File: src/rtl/online_tree_lca_engine_macros.svh
// Assertion macros shared by the RTL of the online tree LCA engine.
// No dependencies; expects signals named clock and reset in the using module.
`ifndef ONLINE_TREE_LCA_ENGINE_MACROS_SVH
`define ONLINE_TREE_LCA_ENGINE_MACROS_SVH

// same-cycle implication
`define OLCA_ASSERT_IMPL(label, ante, cons, msg) \
   label: assert property (@(posedge clock) disable iff (reset) (ante) |-> (cons)) \
      else $error(msg);

// next-cycle implication
`define OLCA_ASSERT_NEXT(label, ante, cons, msg) \
   label: assert property (@(posedge clock) disable iff (reset) (ante) |=> (cons)) \
      else $error(msg);

`endif

File: src/rtl/olca_ram.sv
// Generic RAM: one write port, two read ports, registered read data.
// No dependencies.
module olca_ram #(
   parameter int WIDTH = 8,
   parameter int DEPTH = 16
) (
   input  logic                     clock,
   input  logic                     we,
   input  logic [$clog2(DEPTH)-1:0] waddr,
   input  logic [WIDTH-1:0]         wdata,
   input  logic [$clog2(DEPTH)-1:0] raddr0,
   output logic [WIDTH-1:0]         rdata0,
   input  logic [$clog2(DEPTH)-1:0] raddr1,
   output logic [WIDTH-1:0]         rdata1
);

   logic [WIDTH-1:0] mem_ff [DEPTH];

   always_ff @(posedge clock) begin
      if (we) begin
         mem_ff[waddr] <= wdata;
      end
      rdata0 <= mem_ff[raddr0];
      rdata1 <= mem_ff[raddr1];
   end

endmodule

File: config.mk
export PLATFORM = sky130hd
export DESIGN_NAME = olca_ram
export DESIGN_NICKNAME = d
export VERILOG_FILES = /design/src/rtl/online_tree_lca_engine_macros.svh /design/src/rtl/olca_ram.sv
export SDC_FILE = /design/constraint.sdc
export NUM_CORES = 1
export LEC_CHECK = 0
export BUFFER_PORTS_ARGS = -buffer_cell sky130_fd_sc_hd__buf_4
export CELL_PAD_IN_SITES_DETAIL_PLACEMENT = 1
export CELL_PAD_IN_SITES_GLOBAL_PLACEMENT = 1
export CORE_UTILIZATION = 53
export DETAILED_ROUTE_END_ITERATION = 10
export GPL_TIMING_DRIVEN = 0
export PLACE_DENSITY_LB_ADDON = 0.25
export RECOVER_POWER = 50
export SYNTH_ARGS = -nofsm -noshare
export SYNTH_HDL_FRONTEND = slang
export SYNTH_SLANG_ARGS = --single-unit
File: constraint.sdc
create_clock -name clock -period 1.8 [get_ports clock]
set_input_delay 0.09 -clock clock [delete_from_list [all_inputs] [get_ports clock]]
set_output_delay 0.09 -clock clock [all_outputs]
set_load 0.03 [all_outputs]
==> metrics.cfg <==
[run_status]
status = finished, violations left
failed_checks = DRC

[setup_path]
critPathMaxFanout = 2
crit-reg2reg-launch = mem_ff[0][0]
worstPathBufferInverterCount = 0
critical_path.cell_chain = mux4_4 > a22oi_1 > nand2_1
cp_slowest_cell = mux4_4
start_to_end_type_of_the_worst_setup_path = flip-flop to flip-flop
critical_path_required_ns = 2.10
crit_family = multiplexers
setup.reg_to_reg.worst_slack_ns = 0.22
startpoint_type = flip-flop
timing.critical_path.arrival_ns = 1.88
critPathMaxStageDelay_ns = 0.62
crit_path_start = mem_ff[0][0]
setup.worst_path.end_class = flip-flop

[synthesis]
synth_instances = 307
netlist_area_mm2 = 0.00635
synth.top_cells.by_area = edfxtp_1 61%, mux4_2 12%, mux4_1 12%, dfxtp_1 5.0%, a22oi_1 3.8%
yosysWarningCount = 0
synth.most_common_cell = edfxtp_1
synthFlopType = edfxtp_1
syn_nets = 329
ys_async_sr_fraction_pct = 0
synth-edff-count = 128
synth.cells.most_frequent = 128 x edfxtp_1, 34 x mux4_2, 32 x a22oi_1
synthDominantCellAreaShare_pct = 60.6
synthDominantAreaCellType = edfxtp_1
synth_cell_types = 20
synth_area_per_cell_um2 = 20.7
synth_sequential_area_ratio_pct = 65.6
postSynthRegisterBits = 144

[clock_tree]
numCtsBuffers = 17
clock_sinks = 144
buffers_inserted_during_post_cts_setup_optimization = 0
number_of_levels_the_h_tree_was_split_into = 4
clk_lat_worst_skew_ns = 0.42
path_clk_slew_ns = 0.06
ctsRootBufferMaster = clkbuf_16
cts_tree = built
cts_buffer_depth = 2

[routing]
detail_route.vias_per_cell = 6.76
detail_route.drc_violations = 10
drt_first_iter_violations = 334
num_vias = 3550
length_of_the_first_detailed_routing_pass_in_iterations = 8
route.detailed.wl_per_inst_um = 30.9
ant_nets = 0
finalWirelength_um = 16200

[layout]
finalNetCount = 391
design_area_mm2 = 0.00744
area_delta_synth_final_pct = 17.2
share_of_post_route_cells_with_drive_strength_above_1_pct = 26.7
antenna_cells = 0
finalNonFillerCells = 525

[global_route]
grt_util_met3_pct = 7.02
use_met1_pct = 35.7
grt_busiest_layer = met2
gr-usage-met2_pct = 48.2
grtUsageTotal_pct = 28.8
globalRouteOverflowTotal = 0
grt_first_pass_wirelength_um = 24300
grt_pass1_vias = 3860
maximum_number_of_pins_on_one_net_before_global_route_repair = 17
grt_antenna_before_repair = 0

[worst_hold_path]
worst_hold_startpoint = waddr[0]
min_path_type = input pin to flip-flop

[power_and_ir_drop]
vdd_ir_drop_max_uv = 729
power-per-cell-area_mw_per_mm2 = 1120
p_leak_nw = 2.52

[sta]
timing.final.max_slew_violations = 0
layout_worst_path_cycle_share_pct = 87.6
fmax_mhz = 635
worst_slew_margin_rel_pct = 29.6
hold_viol = 0
finalWorstPathRequiredPeriod_ns = 1.58
setup_violations = 0
finalWorstSetupSlack_ns = 0.224
slew_at_the_pin_with_the_worst_max_slew_slack_ns = 1.05
fin_skew_ns = 0.00840
grt_setup_unrepaired = no
hold_ws_ns = 0.141

[die]
ios = 38
dieArea_mm2 = 0.0124
design.core.area_mm2 = 0.0116
die_w_um = 111
floorplan.die.height_um = 111
placement_rows = 39
initial_core_util_pct = 54.9

[place]
placed_cells = 485
preCtsSetupSlack_ns = -0.149
numPortBuffers = 35
place_area_mm2 = 0.00680
dpl.hpwl_um = 10200
gpl_congestion = 0.818

[run]
timing.max_cap.violations = 0

per-stage QoR:
step / utilization [%] / setup TNS (ns) / power [mW]
after detailed placement: 58.8 / -4.46 / 4.55
after CTS: 65.1 / 0 / 8.38
after global routing: 64.3 / 0 / 8.49
after global placement: 58.7 / -12.01 / 4.52
final: 64.3 / 0 / 8.30
after floorplan: - / 0 / 4.26
final timing paths:
check                           cells past startpoint            to
worst max-delay path                                3     rdata0[0]
worst min-delay path                                2  mem_ff[0][5]
worst max register to register                      3     rdata0[0]
worst min register to register                      3     rdata0[0]
sequential cells by signal, indices dropped and copies added, names as in the netlist:
signal  cells
mem_ff    128
rdata0      8
rdata1      8
power by group:
| part | internal, mW | leakage (nW) | switching [mW] |
|---|---|---|---|
| logic | 0.271 | 0.926 | 0.405 |
| registers | 3.74 | 1.29 | 0.0384 |
| clock network | 2.46 | 0.304 | 1.39 |
| total | 6.47 | 2.52 | 1.83 |
layout make-up:
| class | count | area [um^2] |
|---|---|---|
| sequential | 144 | 4160 |
| fill | 947 | 4130 |
| multi-input combinational | 143 | 2030 |
| clock buffer | 18 | 429 |
| timing repair buffer | 43 | 253 |
| clock inverter | 14 | 213 |
| tap | 143 | 179 |
| buffer | 20 | 173 |
kinds of logic after synthesis:
group	count (synthesis)	synth area share (%)
multiplexers	64	24.4
AND/OR/NAND/NOR	47	3.43
AO/OA/AOI/OAI	32	3.79
flip-flops	144	65.6
buffers and inverters	20	2.72
timing repair:
action	4_1_cts	5_1_grt
hold buffers	8	0
hold endpoints to repair	128	0
resized for setup	0	0
cells in the final DEF (no fill, tap or decap), drive strengths merged:
master and count:
and2b 2, nand2 17, a22oi 32, or3b 1, clkdlybuf4s25 6, inv 1
nand3b 2, dlygate4sd3 8, nor2b 2, nand3 1, and2 2, clkbuf 42
edfxtp 128, clkinv 5, nand2b 2, bufinv 5, mux4 64, clkinvlp 3
dfxtp 16, nor2 14, buf 25, nor3 4
metal layers:
| layer | share of wire [%] | up-vias |
|---|---|---|
| met3 | 5.5 | 33 |
| met2 | 52 | 170 |
| met4 | 2.8 | 0 |
| met1 | 40 | 1881 |
| met5 | 0 | - |
| li1 | - | 1466 |
(Power assumes the default switching activity.)
